## src/rtl/fts_pkg.sv

```systemverilog
// Shared types and constants for the fixed-timestep scheduler
`timescale 1ns / 1ps
package fts_pkg;

    // fixed-point formats
    localparam int TIME_FRAC_BITS  = 24;
    localparam int SCALE_FRAC_BITS = 12;
    localparam int ALPHA_FRAC_BITS = 12;
    localparam int ALPHA_W         = 16;
    localparam int FPS_FRAC_BITS   = 8;
    localparam int FPS_W           = 24;

    // field and state widths
    localparam int DELTA_W  = 32;
    localparam int SCALE_W  = 15;
    localparam int SV_W     = 16;
    localparam int TOTAL_W  = 64;
    localparam int ACCUM_W  = 40;
    localparam int FRAMES_W = 32;
    localparam int PERIOD_W = 24;
    localparam int STEPS_W  = 4;
    localparam int PROD_W   = DELTA_W + SCALE_W;

    // serial divider sizing
    localparam int DIV_W     = 40;
    localparam int DIV_BITS  = 24;
    localparam int DIV_CNT_W = 5;

    // fps numerator is frames shifted so that the 24-bit quotient check is one compare
    localparam int FPS_NUM_W  = 48;
    localparam int FPS_SHIFT  = TIME_FRAC_BITS + FPS_FRAC_BITS - FPS_W;
    // alpha saturation compares the accumulator against the period shifted by this
    localparam int ALPHA_SHIFT = ALPHA_W - ALPHA_FRAC_BITS;

    localparam logic [ACCUM_W-1:0] WINDOW_ONE = ACCUM_W'(1) << TIME_FRAC_BITS;
    localparam logic [SCALE_W-1:0] SCALE_ONE  = SCALE_W'(1) << SCALE_FRAC_BITS;
    localparam logic [PERIOD_W-1:0] PERIOD_RESET = 24'd279620;
    localparam logic [STEPS_W-1:0]  MAX_STEPS_RESET = 4'd5;

    // opcodes
    localparam logic [2:0] OP_FRAME  = 3'd0;
    localparam logic [2:0] OP_SCALE  = 3'd1;
    localparam logic [2:0] OP_PAUSE  = 3'd2;
    localparam logic [2:0] OP_RESUME = 3'd3;
    localparam logic [2:0] OP_CLEAR  = 3'd4;

    // configuration register indexes
    localparam int CFG_IDX_W = 4;
    localparam int CFG_DATA_W = 32;
    localparam logic [CFG_IDX_W-1:0] CFG_STEP_PERIOD = 4'd0;
    localparam logic [CFG_IDX_W-1:0] CFG_MAX_STEPS   = 4'd1;

    typedef struct packed {
        logic [2:0]              opcode;
        logic [DELTA_W-1:0]      frame_delta;
        logic signed [SV_W-1:0]  scale_value;
    } t_in_item;

    typedef struct packed {
        logic [STEPS_W-1:0]  step_count;
        logic [ALPHA_W-1:0]  alpha;
        logic [FPS_W-1:0]    fps_value;
        logic [DELTA_W-1:0]  scaled_delta;
        logic [TOTAL_W-1:0]  real_total;
        logic [TOTAL_W-1:0]  game_total;
    } t_out_item;

    typedef enum logic [2:0] {
        S_IDLE,
        S_EXEC,
        S_ACC,
        S_WINDOW,
        S_FPS_RUN,
        S_STEP,
        S_ALPHA_RUN,
        S_DONE
    } t_state;

    // controller to datapath
    typedef struct packed {
        logic accept;
        logic exec;
        logic acc;
        logic fps_load;
        logic fps_wr;
        logic step;
        logic alpha_load;
        logic alpha_wr;
        logic out_load;
    } t_cmd;

    // datapath to controller
    typedef struct packed {
        logic is_frame;
        logic window_full;
        logic step_go;
        logic div_done;
        logic out_free;
    } t_status;

endpackage

```

## src/rtl/fts_div.sv

```systemverilog
// Restoring serial divider, one quotient bit per cycle
`timescale 1ns / 1ps
module fts_div
    import fts_pkg::*;
(
    input  logic                 i_clk,
    input  logic                 i_rst_n,
    input  logic                 i_load,
    input  logic [DIV_W-1:0]     i_rem0,
    input  logic [DIV_W-1:0]     i_den,
    input  logic [DIV_BITS-1:0]  i_bits,
    input  logic [DIV_CNT_W-1:0] i_iters,
    output logic [DIV_BITS-1:0]  o_quo,
    output logic                 o_done
);

    logic [DIV_W-1:0]     r_rem;
    logic [DIV_W-1:0]     r_den;
    logic [DIV_BITS-1:0]  r_bits;
    logic [DIV_BITS-1:0]  r_quo;
    logic [DIV_CNT_W-1:0] r_cnt;

    logic [DIV_W:0] w_trial;
    logic [DIV_W:0] w_diff;
    logic           w_ge;

    // one trial subtraction
    assign w_trial = {r_rem, r_bits[DIV_BITS-1]};
    assign w_diff  = w_trial - {1'b0, r_den};
    assign w_ge    = w_trial >= {1'b0, r_den};

    // iteration counter
    always_ff @(posedge i_clk) begin
        if (!i_rst_n) begin
            r_cnt <= '0;
        end else if (i_load) begin
            r_cnt <= i_iters;
        end else if (r_cnt != '0) begin
            r_cnt <= r_cnt - DIV_CNT_W'(1);
        end
    end

    // remainder and quotient shift
    always_ff @(posedge i_clk) begin
        if (i_load) begin
            r_rem  <= i_rem0;
            r_den  <= i_den;
            r_bits <= i_bits;
            r_quo  <= '0;
        end else if (r_cnt != '0) begin
            r_rem  <= w_ge ? w_diff[DIV_W-1:0] : w_trial[DIV_W-1:0];
            r_bits <= {r_bits[DIV_BITS-2:0], 1'b0};
            r_quo  <= {r_quo[DIV_BITS-2:0], w_ge};
        end
    end

    assign o_quo  = r_quo;
    assign o_done = (r_cnt == '0);

    // a load with a nonzero iteration count always starts a run of at least one iteration
    a_load_busy: assert property (@(posedge i_clk) disable iff (!i_rst_n)
        (i_load && i_iters != '0) |=> !o_done)
        else $error("divider reported done right after a load");

endmodule

```

## src/rtl/fts_dpath.sv

```systemverilog
// Datapath: scale multiply, totals, step accumulator, fps and alpha division
`timescale 1ns / 1ps
module fts_dpath
    import fts_pkg::*;
(
    input  logic                  i_clk,
    input  logic                  i_rst_n,
    input  t_cmd                  i_cmd,
    output t_status               o_status,
    input  t_in_item              i_in_item,
    input  logic                  i_cfg_valid,
    input  logic [CFG_IDX_W-1:0]  i_cfg_index,
    input  logic [CFG_DATA_W-1:0] i_cfg_data,
    input  logic                  i_out_stall,
    output logic                  o_out_valid,
    output t_out_item             o_out_item
);

    // configuration
    logic [PERIOD_W-1:0] r_period;
    logic [STEPS_W-1:0]  r_max_steps;

    // latched input
    logic [2:0]         r_op;
    logic [DELTA_W-1:0] r_delta;
    logic [SV_W-1:0]    r_sv;

    // architectural state
    logic [SCALE_W-1:0]  r_scale;
    logic [SCALE_W-1:0]  r_saved;
    logic [TOTAL_W-1:0]  r_real;
    logic [TOTAL_W-1:0]  r_game;
    logic [ACCUM_W-1:0]  r_accum;
    logic [FRAMES_W-1:0] r_frames;
    logic [ACCUM_W-1:0]  r_window;
    logic [FPS_W-1:0]    r_fps;

    // per-item working registers
    logic [PROD_W-1:0]   r_prod;
    logic [DELTA_W-1:0]  r_gd;
    logic [STEPS_W-1:0]  r_steps;
    logic [ALPHA_W-1:0]  r_alpha;
    logic                r_sat;

    // output register
    logic       r_out_valid;
    t_out_item  r_out;

    logic [PROD_W-1:0]            w_prod;
    logic [PROD_W-SCALE_FRAC_BITS-1:0] w_gd_wide;
    logic [DELTA_W-1:0]           w_gd;
    logic [ACCUM_W:0]             w_window_sum;
    logic [ACCUM_W:0]             w_accum_sum;
    logic [ACCUM_W-1:0]           w_period_ext;
    logic [FPS_NUM_W-1:0]         w_fps_num;
    logic                         w_div_load;
    logic [DIV_W-1:0]             w_div_rem0;
    logic [DIV_W-1:0]             w_div_den;
    logic [DIV_BITS-1:0]          w_div_bits;
    logic [DIV_CNT_W-1:0]         w_div_iters;
    logic [DIV_BITS-1:0]          w_div_quo;
    logic                         w_div_done;

    // scaled delta, saturated to 32 bits
    assign w_prod    = PROD_W'(r_delta) * PROD_W'(r_scale);
    assign w_gd_wide = r_prod[PROD_W-1:SCALE_FRAC_BITS];
    assign w_gd      = (|w_gd_wide[PROD_W-SCALE_FRAC_BITS-1:DELTA_W]) ? '1
                                                                    : w_gd_wide[DELTA_W-1:0];

    assign w_window_sum = {1'b0, r_window} + (ACCUM_W+1)'(r_delta);
    assign w_accum_sum  = {1'b0, r_accum} + (ACCUM_W+1)'(w_gd);
    assign w_period_ext = ACCUM_W'(r_period);
    assign w_fps_num    = FPS_NUM_W'(r_frames) << FPS_SHIFT;

    // divider operand select
    assign w_div_load = i_cmd.fps_load | i_cmd.alpha_load;
    always_comb begin
        if (i_cmd.fps_load) begin
            w_div_rem0  = w_fps_num[DIV_W-1:0];
            w_div_den   = r_window;
            w_div_bits  = '0;
            w_div_iters = DIV_CNT_W'(FPS_W);
        end else begin
            w_div_rem0  = r_accum >> ALPHA_SHIFT;
            w_div_den   = w_period_ext;
            w_div_bits  = {r_accum[ALPHA_SHIFT-1:0], (DIV_BITS-ALPHA_SHIFT)'(0)};
            w_div_iters = DIV_CNT_W'(ALPHA_W);
        end
    end

    fts_div u_div (
        .i_clk   (i_clk),
        .i_rst_n (i_rst_n),
        .i_load  (w_div_load),
        .i_rem0  (w_div_rem0),
        .i_den   (w_div_den),
        .i_bits  (w_div_bits),
        .i_iters (w_div_iters),
        .o_quo   (w_div_quo),
        .o_done  (w_div_done)
    );

    // configuration writes
    always_ff @(posedge i_clk) begin
        if (!i_rst_n) begin
            r_period    <= PERIOD_RESET;
            r_max_steps <= MAX_STEPS_RESET;
        end else if (i_cfg_valid) begin
            unique case (i_cfg_index)
                CFG_STEP_PERIOD: r_period    <= i_cfg_data[PERIOD_W-1:0];
                CFG_MAX_STEPS:   r_max_steps <= i_cfg_data[STEPS_W-1:0];
                default: ;
            endcase
        end
    end

    // input capture and multiply
    always_ff @(posedge i_clk) begin
        if (i_cmd.accept) begin
            r_op    <= i_in_item.opcode;
            r_delta <= i_in_item.frame_delta;
            r_sv    <= i_in_item.scale_value;
        end
        if (i_cmd.exec) begin
            r_prod <= w_prod;
        end
    end

    // scale registers
    always_ff @(posedge i_clk) begin
        if (!i_rst_n) begin
            r_scale <= SCALE_ONE;
            r_saved <= SCALE_ONE;
        end else if (i_cmd.exec) begin
            unique case (r_op)
                OP_SCALE:  r_scale <= r_sv[SV_W-1] ? '0 : r_sv[SCALE_W-1:0];
                OP_PAUSE: begin
                    r_saved <= r_scale;
                    r_scale <= '0;
                end
                OP_RESUME: r_scale <= r_saved;
                default: ;
            endcase
        end
    end

    // totals, fps window and step accumulator
    always_ff @(posedge i_clk) begin
        if (!i_rst_n) begin
            r_real   <= '0;
            r_game   <= '0;
            r_accum  <= '0;
            r_frames <= '0;
            r_window <= '0;
            r_fps    <= '0;
        end else if (i_cmd.exec && r_op == OP_CLEAR) begin
            r_real   <= '0;
            r_game   <= '0;
            r_accum  <= '0;
            r_frames <= '0;
            r_window <= '0;
            r_fps    <= '0;
        end else if (i_cmd.acc) begin
            r_real   <= r_real + TOTAL_W'(r_delta);
            r_game   <= r_game + TOTAL_W'(w_gd);
            r_frames <= (r_frames == '1) ? r_frames : r_frames + FRAMES_W'(1);
            r_window <= w_window_sum[ACCUM_W] ? '1 : w_window_sum[ACCUM_W-1:0];
            r_accum  <= w_accum_sum[ACCUM_W] ? '1 : w_accum_sum[ACCUM_W-1:0];
        end else if (i_cmd.fps_wr) begin
            r_fps    <= r_sat ? '1 : w_div_quo;
            r_frames <= '0;
            r_window <= '0;
        end else if (i_cmd.step) begin
            r_accum  <= r_accum - w_period_ext;
        end
    end

    // per-item results
    always_ff @(posedge i_clk) begin
        if (i_cmd.accept) begin
            r_gd    <= '0;
            r_steps <= '0;
            r_alpha <= '0;
        end
        if (i_cmd.acc) begin
            r_gd <= w_gd;
        end
        if (i_cmd.step) begin
            r_steps <= r_steps + STEPS_W'(1);
        end
        if (i_cmd.alpha_wr) begin
            r_alpha <= r_sat ? '1 : w_div_quo[ALPHA_W-1:0];
        end
        // quotient overflow decided up front from the operands, before the division runs
        if (i_cmd.fps_load) begin
            r_sat <= w_fps_num >= FPS_NUM_W'(r_window);
        end else if (i_cmd.alpha_load) begin
            r_sat <= (r_period == '0) || (r_accum >= (w_period_ext << ALPHA_SHIFT));
        end
    end

    // output register
    always_ff @(posedge i_clk) begin
        if (!i_rst_n) begin
            r_out_valid <= 1'b0;
        end else if (i_cmd.out_load) begin
            r_out_valid <= 1'b1;
        end else if (!i_out_stall) begin
            r_out_valid <= 1'b0;
        end
    end

    always_ff @(posedge i_clk) begin
        if (i_cmd.out_load) begin
            r_out.step_count   <= r_steps;
            r_out.alpha        <= r_alpha;
            r_out.fps_value    <= r_fps;
            r_out.scaled_delta <= r_gd;
            r_out.real_total   <= r_real;
            r_out.game_total   <= r_game;
        end
    end

    // status to controller
    assign o_status.is_frame    = (r_op == OP_FRAME);
    assign o_status.window_full = (r_window >= WINDOW_ONE);
    assign o_status.step_go     = (r_steps < r_max_steps) && (r_accum >= w_period_ext);
    assign o_status.div_done    = w_div_done;
    assign o_status.out_free    = !r_out_valid || !i_out_stall;

    assign o_out_valid = r_out_valid;
    assign o_out_item  = r_out;

    // the step loop only runs with the fps window below one full window
    a_window_closed: assert property (@(posedge i_clk) disable iff (!i_rst_n)
        i_cmd.step |-> (r_window < WINDOW_ONE))
        else $error("step issued with the fps window still full");

    // leftover is below one period unless the step limit stopped the loop or the period is zero
    a_leftover: assert property (@(posedge i_clk) disable iff (!i_rst_n)
        (i_cmd.alpha_wr && r_steps < r_max_steps && r_period != '0)
            |-> (r_accum < w_period_ext))
        else $error("step loop left a full period in the accumulator");

endmodule

```

## src/rtl/fts_ctrl.sv

```systemverilog
// Controller: sequences one item through the datapath
`timescale 1ns / 1ps
module fts_ctrl
    import fts_pkg::*;
(
    input  logic    i_clk,
    input  logic    i_rst_n,
    input  logic    i_in_valid,
    output logic    o_in_stall,
    input  t_status i_status,
    output t_cmd    o_cmd
);

    t_state r_state;
    t_state n_state;

    // state register
    always_ff @(posedge i_clk) begin
        if (!i_rst_n) begin
            r_state <= S_IDLE;
        end else begin
            r_state <= n_state;
        end
    end

    // next state
    always_comb begin
        n_state = r_state;
        unique case (r_state)
            S_IDLE:      if (i_in_valid) n_state = S_EXEC;
            S_EXEC:      n_state = i_status.is_frame ? S_ACC : S_DONE;
            S_ACC:       n_state = S_WINDOW;
            S_WINDOW:    n_state = i_status.window_full ? S_FPS_RUN : S_STEP;
            S_FPS_RUN:   if (i_status.div_done) n_state = S_STEP;
            S_STEP:      if (!i_status.step_go) n_state = S_ALPHA_RUN;
            S_ALPHA_RUN: if (i_status.div_done) n_state = S_DONE;
            S_DONE:      if (i_status.out_free) n_state = S_IDLE;
            default:     n_state = S_IDLE;
        endcase
    end

    // command outputs
    always_comb begin
        o_cmd      = '0;
        o_in_stall = 1'b1;
        unique case (r_state)
            S_IDLE: begin
                o_in_stall   = 1'b0;
                o_cmd.accept = i_in_valid;
            end
            S_EXEC:      o_cmd.exec = 1'b1;
            S_ACC:       o_cmd.acc = 1'b1;
            S_WINDOW:    o_cmd.fps_load = i_status.window_full;
            S_FPS_RUN:   o_cmd.fps_wr = i_status.div_done;
            S_STEP: begin
                o_cmd.step       = i_status.step_go;
                o_cmd.alpha_load = !i_status.step_go;
            end
            S_ALPHA_RUN: o_cmd.alpha_wr = i_status.div_done;
            S_DONE:      o_cmd.out_load = i_status.out_free;
            default: ;
        endcase
    end

    // an accepted item always leaves idle
    a_accept_busy: assert property (@(posedge i_clk) disable iff (!i_rst_n)
        (i_in_valid && !o_in_stall) |=> (r_state != S_IDLE))
        else $error("transfer accepted but controller stayed idle");

endmodule

```

## src/rtl/fixed_timestep_scheduler_core.sv

```systemverilog
// Top level of the fixed-timestep scheduler
`timescale 1ns / 1ps
// Takes one opcode item at a time and returns one result per item. A frame
// item divides for fps on the frames that close a one-second fps window,
// then issues one fixed step per period held in the accumulator (at most
// 15), then divides for alpha; set scale, pause, resume and reset counters
// skip these. The frame time is set by the step loop, which removes one
// period per cycle, and by the shared restoring divider, which gives one
// quotient bit per cycle (16 for alpha, 24 for fps). The result waits in
// an output register, so the next item can be taken while it is still
// held by the consumer. Configuration writes are always ready and must
// only be issued while no item is in progress.
module fixed_timestep_scheduler_core
    import fts_pkg::*;
(
    input  logic                  i_clk,
    input  logic                  i_rst_n,
    input  logic                  i_in_valid,
    output logic                  o_in_stall,
    input  t_in_item              i_in_item,
    output logic                  o_out_valid,
    input  logic                  i_out_stall,
    output t_out_item             o_out_item,
    input  logic                  i_cfg_valid,
    output logic                  o_cfg_ready,
    input  logic [CFG_IDX_W-1:0]  i_cfg_index,
    input  logic [CFG_DATA_W-1:0] i_cfg_data
);

    t_cmd    w_cmd;
    t_status w_status;

    // configuration is taken in any cycle
    assign o_cfg_ready = 1'b1;

    fts_ctrl u_ctrl (
        .i_clk      (i_clk),
        .i_rst_n    (i_rst_n),
        .i_in_valid (i_in_valid),
        .o_in_stall (o_in_stall),
        .i_status   (w_status),
        .o_cmd      (w_cmd)
    );

    fts_dpath u_dpath (
        .i_clk       (i_clk),
        .i_rst_n     (i_rst_n),
        .i_cmd       (w_cmd),
        .o_status    (w_status),
        .i_in_item   (i_in_item),
        .i_cfg_valid (i_cfg_valid & o_cfg_ready),
        .i_cfg_index (i_cfg_index),
        .i_cfg_data  (i_cfg_data),
        .i_out_stall (i_out_stall),
        .o_out_valid (o_out_valid),
        .o_out_item  (o_out_item)
    );

endmodule
```

## config.mk

```make
export PLATFORM = sky130hd
export DESIGN_NAME = fixed_timestep_scheduler_core
export DESIGN_NICKNAME = d
export VERILOG_FILES = /design/src/rtl/fts_pkg.sv /design/src/rtl/fts_div.sv /design/src/rtl/fts_dpath.sv /design/src/rtl/fts_ctrl.sv /design/src/rtl/fixed_timestep_scheduler_core.sv
export SDC_FILE = /design/constraint.sdc
export NUM_CORES = 2
export LEC_CHECK = 0
export BUFFER_PORTS_ARGS = -buffer_cell sky130_fd_sc_hd__buf_2
export CAP_MARGIN = 0
export CORE_ASPECT_RATIO = 0.75
export CORE_MARGIN = 2
export CORE_UTILIZATION = 45
export CTS_CLUSTER_DIAMETER = 80
export DETAILED_ROUTE_END_ITERATION = 8
export MAX_ROUTING_LAYER = met4
export PLACE_DENSITY = 0.62
export REMOVE_ABC_BUFFERS = 1
export SYNTH_ARGS = -nofsm -noshare
export SYNTH_HDL_FRONTEND = slang
export SYNTH_SLANG_ARGS = --single-unit
```

## constraint.sdc

```tcl
create_clock -name i_clk -period 21.3 [get_ports i_clk]
set_input_delay 1.065 -clock i_clk [delete_from_list [all_inputs] [get_ports i_clk]]
set_output_delay 1.065 -clock i_clk [all_outputs]
set_load 0.005 [all_outputs]
```

After elaboration in Yosys (flattened, before gate mapping)
Index checks and enable logic that the tools add are counted.
W data, S select, Z words.
- logic and storage cells: 156
- output and inout bits: 207
- bits of input ports: 92
- bits in registers: 814
- bitwise logic cells: 3
- reduce and logical (&&, ||, !) cells: 31
- mux-type cells: 53
- $add $sub $neg: 9
- equality and inequality tests: 21
- $lt $le $gt $ge: 6
- multipliers: 1
- operator list (operator ; number):
    $mux W40 ; 11
    $mux W32 ; 6
    $add A64 B32 Y64 ; 2
    $mux W24 ; 5
    $add A40 B32 Y41 ; 2
    $mux W16 ; 3
    $mul A32 B15 Y47 ; 1
    $pmux W15 S3 ; 1
    $ge A41 B40 Y1 ; 1
    $ge A40 B24 Y1 ; 1
    $ge A40 B25 Y1 const B ; 1
    $ge A40 B28 Y1 ; 1
    $ge A40 B40 Y1 ; 1
    $sub A40 B24 Y40 ; 1
    $sub A40 B40 Y40 ; 1
    $add A32 B1 Y32 const B ; 1
    $eq A32 B32 Y1 const B ; 1
    $logic_not A24 Y1 ; 1
    $pmux W3 S8 ; 1
    $mux W3 ; 6
    $eq A3 B3 Y1 const B ; 5
    $mux W15 ; 1
    $reduce_and A2 Y1 ; 7
    $reduce_bool A2 Y1 ; 7
    other kinds (25) ; 56

Depth between registers and ports, before layout
- depth in word-level cells: 7
- depth in mapped cells: 25
- gate-level depth less buffers: 24

Hierarchy
From an unflattened synthesis, not the netlist that was laid out.
- cell total of the unflattened synthesis: 5948
- area total of the unflattened synthesis: 57128.5 sq um
- modules (own cells, without submodules) (module ; times used ; area an instance (sq um) ; cells an instance):
    fts_dpath ; 1 ; 49008.3 ; 5129
    fts_div ; 1 ; 7787.5 ; 774
    fts_ctrl ; 1 ; 321.6 ; 43
    fixed_timestep_scheduler_core ; 1 ; 11.3 ; 2

Least setup slack after synthesis
No wires, ideal clock.
- path kind: input to register
- from: in i_out_stall
- to: reg u_dpath.r_out, in the netlist u_dpath.o_out_item[0], enable pin
- arrival: 10.871 ns
- stages on the path: 1
- required time: 20.464 ns
- path buffers: 0
- library setup time: 0.836 ns
- slack: 9.592 ns
- cells stage by stage: a21oi_1
- cells in the longest elaborated chain, start to end: 3
- RTL lines (element ; line ; text):
    from (decl) ; fixed_timestep_scheduler_core.sv:22 ; input logic i_out_stall,
    $logic_not A1 Y1 ; - ;
    $logic_or A1 B1 Y1 ; fts_dpath.sv:229 ; assign o_status.out_free = !r_out_valid || !i_out_stall;
    $mux W1 ; fts_ctrl.sv:46 ; unique case (r_state)
    to (decl) ; fts_dpath.sv:47 ; t_out_item r_out;
No other way between the ends.
A chain may end at the register's enable or synchronous reset.

Worst setup path in the final report
- from: reg u_dpath.r_delta[11]
- to: reg u_dpath.r_prod[42] (data pin)
- cells in the longest elaborated chain, start to end: 1
- RTL lines (element ; line ; text):
    from (decl) ; fts_dpath.sv:25 ; logic [DELTA_W-1:0] r_delta;
    from (signal assigned) ; fts_dpath.sv:121 ; r_delta <= i_in_item.frame_delta;
    $mul A32 B15 Y47 ; fts_dpath.sv:65 ; assign w_prod = PROD_W'(r_delta) * PROD_W'(r_scale);
    net u_dpath.w_prod[42] ; fts_dpath.sv:49 ; logic [PROD_W-1:0] w_prod;
    to (signal assigned) ; fts_dpath.sv:125 ; r_prod <= w_prod;
    to (decl) ; fts_dpath.sv:39 ; logic [PROD_W-1:0] r_prod;
The timed path passes the listed nets, and every way through them passes these cells.

==> out/qor.log <==
qor: worst_setup_path.worst_path_max_stage_delay 0.96 ns
qor: run_status.outcome finished, final reports clean
qor: cells_and_area.multi_input_area 32600 µm²
qor: logic_synthesis.synth_instances 5893
qor: worst_setup_path.critical_path.top_delay_family adder cells
qor: sta.worst_slew_pin_slew 1.19 ns
qor: worst_setup_path.r2r_start u_dpath.r_delta[11]
qor: clock_tree.clock_insertion_delay_worst_skew 0.72 ns
qor: logic_synthesis.post_synthesis_cell_area 55800 µm²
qor: sta.final.period_utilization 37.5%
qor: cells_and_area.areaGrowthSynthToFinish 11.0%
qor: cells_and_area.final.fill_count 11400
qor: placed_design.place.detailed.hpwl 117 mm
qor: pwr.powerDensity 183 nW/µm²
qor: placed_design.place.port_buffers 289
qor: clock_tree.cts-root-to-sink-buffers 3
qor: logic_synthesis.count_of_flip_flops_with_a_built_in_enable_after_synthesis 427
qor: clock_tree.clock_tree_root sky130_fd_sc_hd__clkbuf_16
qor: logic_synthesis.syn-mean-instance-area 9.47 µm²
qor: sta.relSlewSlack 20.3%
qor: die.start_util 45.5%
qor: flow_run.drv.max_cap_violation_count 0
qor: sta.timing.final.crit_period 7.99 ns
qor: logic_synthesis.yosysWarningCount 0
qor: worst_setup_path.worst_endpoint_required_time 21.73 ns
qor: worst_setup_path.crit_path_start u_dpath.r_delta[11]
qor: worst_setup_path.cp-start-kind flop
qor: pwr.switching_power_total 5.46 mW
qor: logic_synthesis.ys_top_cells_by_area sky130_fd_sc_hd__edfxtp_1 23%, sky130_fd_sc_hd__fa_1 14%, sky130_fd_sc_hd__dfxtp_1 13%
qor: route.first_iter_violations 3524
qor: pwr.share_of_total_power_in_sequential_cells 22.2%
qor: worst_setup_path.crit_slowest_cell sky130_fd_sc_hd__a2111oi_0
qor: global_route.grt_remaining_overflow 0
qor: placed_design.pre_cts_slack 13.42 ns
qor: clock_tree.cts.clk_slew.worst_paths 0.06 ns
qor: clock_tree.holdBufCountCts 0
qor: global_route.grt.busiest_layer met2
qor: pwr.power_frac_comb 63.6%
qor: logic_synthesis.synth_seq_area_share 35.7%
qor: die.die_area 127000 µm²
qor: worst_setup_path.timing.critical_path.to_type flop
qor: clock_tree.numCtsBuffers 86
qor: hold_path.hp-start u_dpath.r_gd[4]
qor: global_route.grt_util_met2 37.5%
qor: worst_setup_path.crit_arrival 8.43 ns
qor: cells_and_area.final_common_cell sky130_fd_sc_hd__nand2_1
qor: pwr.cell_internal_pwr 5.90 mW
qor: sta.setup_slack 13.31 ns
qor: cells_and_area.layout-drive-gt1-share 9.48%
qor: die.fp.dieW 411 µm
qor: die.die_height 309 µm
qor: clock_tree.cts.sink_count 782
qor: placed_design.routabilityCongestion 0.936
qor: sta.timing.final.max_slew_violations 0
qor: worst_setup_path.worst-path-max-fanout 17
qor: route.via_per_inst 5.63
qor: sta.rsz_0062_raised_after_global_routing false
qor: sta.final-hold-violation-count 0
qor: route.wire_per_inst 20.8 µm
qor: logic_synthesis.most_used_dff_post_synth sky130_fd_sc_hd__edfxtp_1
qor: route.routed-via-count 43900
qor: pwr.net_switching_fraction_of_the_power 48.0%
qor: clock_tree.tritoncts built
qor: die.io_pins 299
qor: logic_synthesis.ys_async_sr_fraction 0%
qor: global_route.gr-usage-met3 6.59%
qor: cells_and_area.sequential_cell_area 19900 µm²
qor: cells_and_area.finalNetCount 6920
qor: logic_synthesis.post-synth-top-area-cell sky130_fd_sc_hd__edfxtp_1
qor: pwr.vdd_drop_max 178 µV
qor: global_route.gr-usage-met1 36.6%
qor: cells_and_area.mostFrequentLayoutCells 649 x sky130_fd_sc_hd__nand2_1, 612 x sky130_fd_sc_hd__inv_1, 454 x sky130_fd_sc_hd__a21oi_1
qor: route.dr.pass1.iters 6
qor: route.route.antenna.remaining_nets 0
qor: logic_synthesis.synth.ff_latch_count 782
qor: clock_tree.post-cts-setup-buffers 0
qor: hold_path.worstHoldPathType flop to flop
qor: route.drc_errors 0
qor: worst_setup_path.critPathBufInv 5
qor: logic_synthesis.synth.top_cell.area_share 23.0%
qor: pwr.power.share.clock 14.3%
qor: global_route.maximum_number_of_pins_on_one_net_before_global_route_repair 147
qor: sta.fmax 0.125 GHz
qor: clock_tree.h-tree-depth 3
qor: sta.finClkSkew 0.0645 ns
qor: global_route.first_pass_grt_wire_length 249 mm
qor: logic_synthesis.netlist-cell-type-count 101
qor: sta.setup_total_negative_slack 0 ns
qor: die.rows 111
qor: route.wirelength 162 mm
qor: global_route.grt_antenna_before_repair 8
qor: die.core-area 123000 µm²
qor: pwr.power_leakage 25.8 nW
qor: global_route.track_usage 26.1%
qor: clock_tree.cts_repair_resize_count 0
qor: worst_setup_path.most_used_cell_cp sky130_fd_sc_hd__fa_1
qor: global_route.first_global_vias 42000
qor: sta.timing.final.setup_violations 0
qor: worst_setup_path.path_class flop to flop
qor: worst_setup_path.path_cells and2_1 -> fa_1 -> inv_1 -> fa_1 -> inv_1 -> fa_1 -> fa_1 -> fa_1 -> inv_1 -> fa_1 -> inv_1 -> ha_1 -> nand4_1 -> inv_1 -> a21oi_1 -> a21oi_1 -> o21ai_1 -> a31oi_1 -> a2111oi_0 -> o21ai_0 -> xnor2_1
-- final cells by class --
| cell class | count | share of cell area, % |
|---|---|---|
| multi-input cells | 4229 | 52.7 |
| flip-flops and latches | 782 | 32.2 |
| clock buffers | 106 | 3.83 |
| inverters | 616 | 3.73 |
| well taps | 1638 | 3.31 |
| repair buffers | 353 | 3.13 |
| clock inverters | 55 | 1.13 |
| diodes | 7 | 0.0283 |
-- power groups by stage --
| stage | Clock [mW] | Sequential [mW] | Combinational, mW |
|---|---|---|---|
| floorplan | 0 | 2.41 | 5.27 |
| global placement | 0 | 2.53 | 7.07 |
| detailed placement | 0 | 2.54 | 7.16 |
| CTS | 1.65 | 2.51 | 7.20 |
| global route | 1.71 | 2.55 | 8.08 |
| finish | 1.62 | 2.52 | 7.22 |
-- metal layers --
metal	part of all wire (%)	vias to the layer above
met4	2.7	0
met2	43	1374
li1	-	20700
met1	46	21600
met3	8.5	218
met5	0	-
-- worst register-to-register path, stage by stage, from the launching register on --
cell and delay [ns]:
sky130_fd_sc_hd__edfxtp_1 0.78, sky130_fd_sc_hd__and2_1 0.39, sky130_fd_sc_hd__fa_1 0.53, sky130_fd_sc_hd__inv_1 0.05
sky130_fd_sc_hd__fa_1 0.53, sky130_fd_sc_hd__inv_1 0.06, sky130_fd_sc_hd__fa_1 0.52, sky130_fd_sc_hd__fa_1 0.44
sky130_fd_sc_hd__fa_1 0.54, sky130_fd_sc_hd__inv_1 0.05, sky130_fd_sc_hd__fa_1 0.54, sky130_fd_sc_hd__inv_1 0.04
sky130_fd_sc_hd__ha_1 0.41, sky130_fd_sc_hd__nand4_1 0.30, sky130_fd_sc_hd__inv_1 0.07, sky130_fd_sc_hd__a21oi_1 0.30
sky130_fd_sc_hd__a21oi_1 0.15, sky130_fd_sc_hd__o21ai_1 0.38, sky130_fd_sc_hd__a31oi_1 0.26, sky130_fd_sc_hd__a2111oi_0 0.96
sky130_fd_sc_hd__o21ai_0 0.24, sky130_fd_sc_hd__xnor2_1 0.20
-- cells in the mapped netlist, types with 106 or more instances --
| cell | count |
|---|---|
| sky130_fd_sc_hd__a21o_1 | 128 |
| sky130_fd_sc_hd__a21oi_1 | 455 |
| sky130_fd_sc_hd__and2_1 | 347 |
| sky130_fd_sc_hd__clkbuf_1 | 229 |
| sky130_fd_sc_hd__dfxtp_1 | 355 |
| sky130_fd_sc_hd__edfxtp_1 | 427 |
| sky130_fd_sc_hd__fa_1 | 393 |
| sky130_fd_sc_hd__ha_1 | 367 |
| sky130_fd_sc_hd__inv_1 | 613 |
| sky130_fd_sc_hd__nand2_1 | 650 |
| sky130_fd_sc_hd__nand3_1 | 106 |
| sky130_fd_sc_hd__nor2_1 | 325 |
| sky130_fd_sc_hd__o21ai_0 | 231 |
| sky130_fd_sc_hd__xnor2_1 | 149 |
-- cell families (layout without fill, tap and decap cells) --
group	Yosys count	count (layout)	share of synthesized area, %
other	1	8	0.00672
xor gates and xnor gates	239	239	3.75
AOI/OAI and AO/OA	1308	1308	15.0
and+or+nand+nor	1899	1899	16.8
DFF	782	782	35.7
buffers and inverters	882	1130	6.01
adders and majority gates	760	760	22.3
muxes	22	22	0.401
-- path summary, 6_finish.rpt --
check / to / slack [ns] / depth (start not counted)
hold / removal: u_dpath.o_out_item[132] / 0.41 / 0
setup / recovery: u_dpath.r_prod[42] / 13.31 / 21
setup reg to reg: u_dpath.r_prod[42] / 13.31 / 21
hold reg to reg: u_dpath.o_out_item[132] / 0.41 / 0
-- per-stage QoR --
step                      power (mW)  util (%)  area, µm²  hold slack (ns)  std cells
after floorplan                 7.69         -      54800            0.400       5627
after global placement          9.60      48.0      58900            0.404       7618
after detailed placement        9.70      48.0      58900            0.405       7618
after CTS                       11.4      50.5      61900            0.409       7779
after global routing            12.3      50.5      61900            0.421       7784
final                           11.4      50.5      62000            0.408       7786
-- state kept, by name, indices dropped and copies added, names as in the netlist, 5 cells and up --
register and flops:
u_dpath.o_out_item 204, u_dpath.r_game 64, u_dpath.r_real 64, u_dpath.r_accum 40, u_dpath.r_window 40, u_dpath.u_div.r_den 40
u_dpath.u_div.r_rem 40, u_dpath.r_prod 35, u_dpath.r_delta 32, u_dpath.r_frames 32, u_dpath.r_gd 32, u_dpath.r_fps 24
u_dpath.r_period 24, u_dpath.u_div.o_quo 24, u_dpath.r_alpha 16, u_dpath.r_sv 16, u_dpath.r_saved 15, u_dpath.r_scale 15
u_dpath.u_div.r_cnt 5
Power figures use the tool's default switching activity.
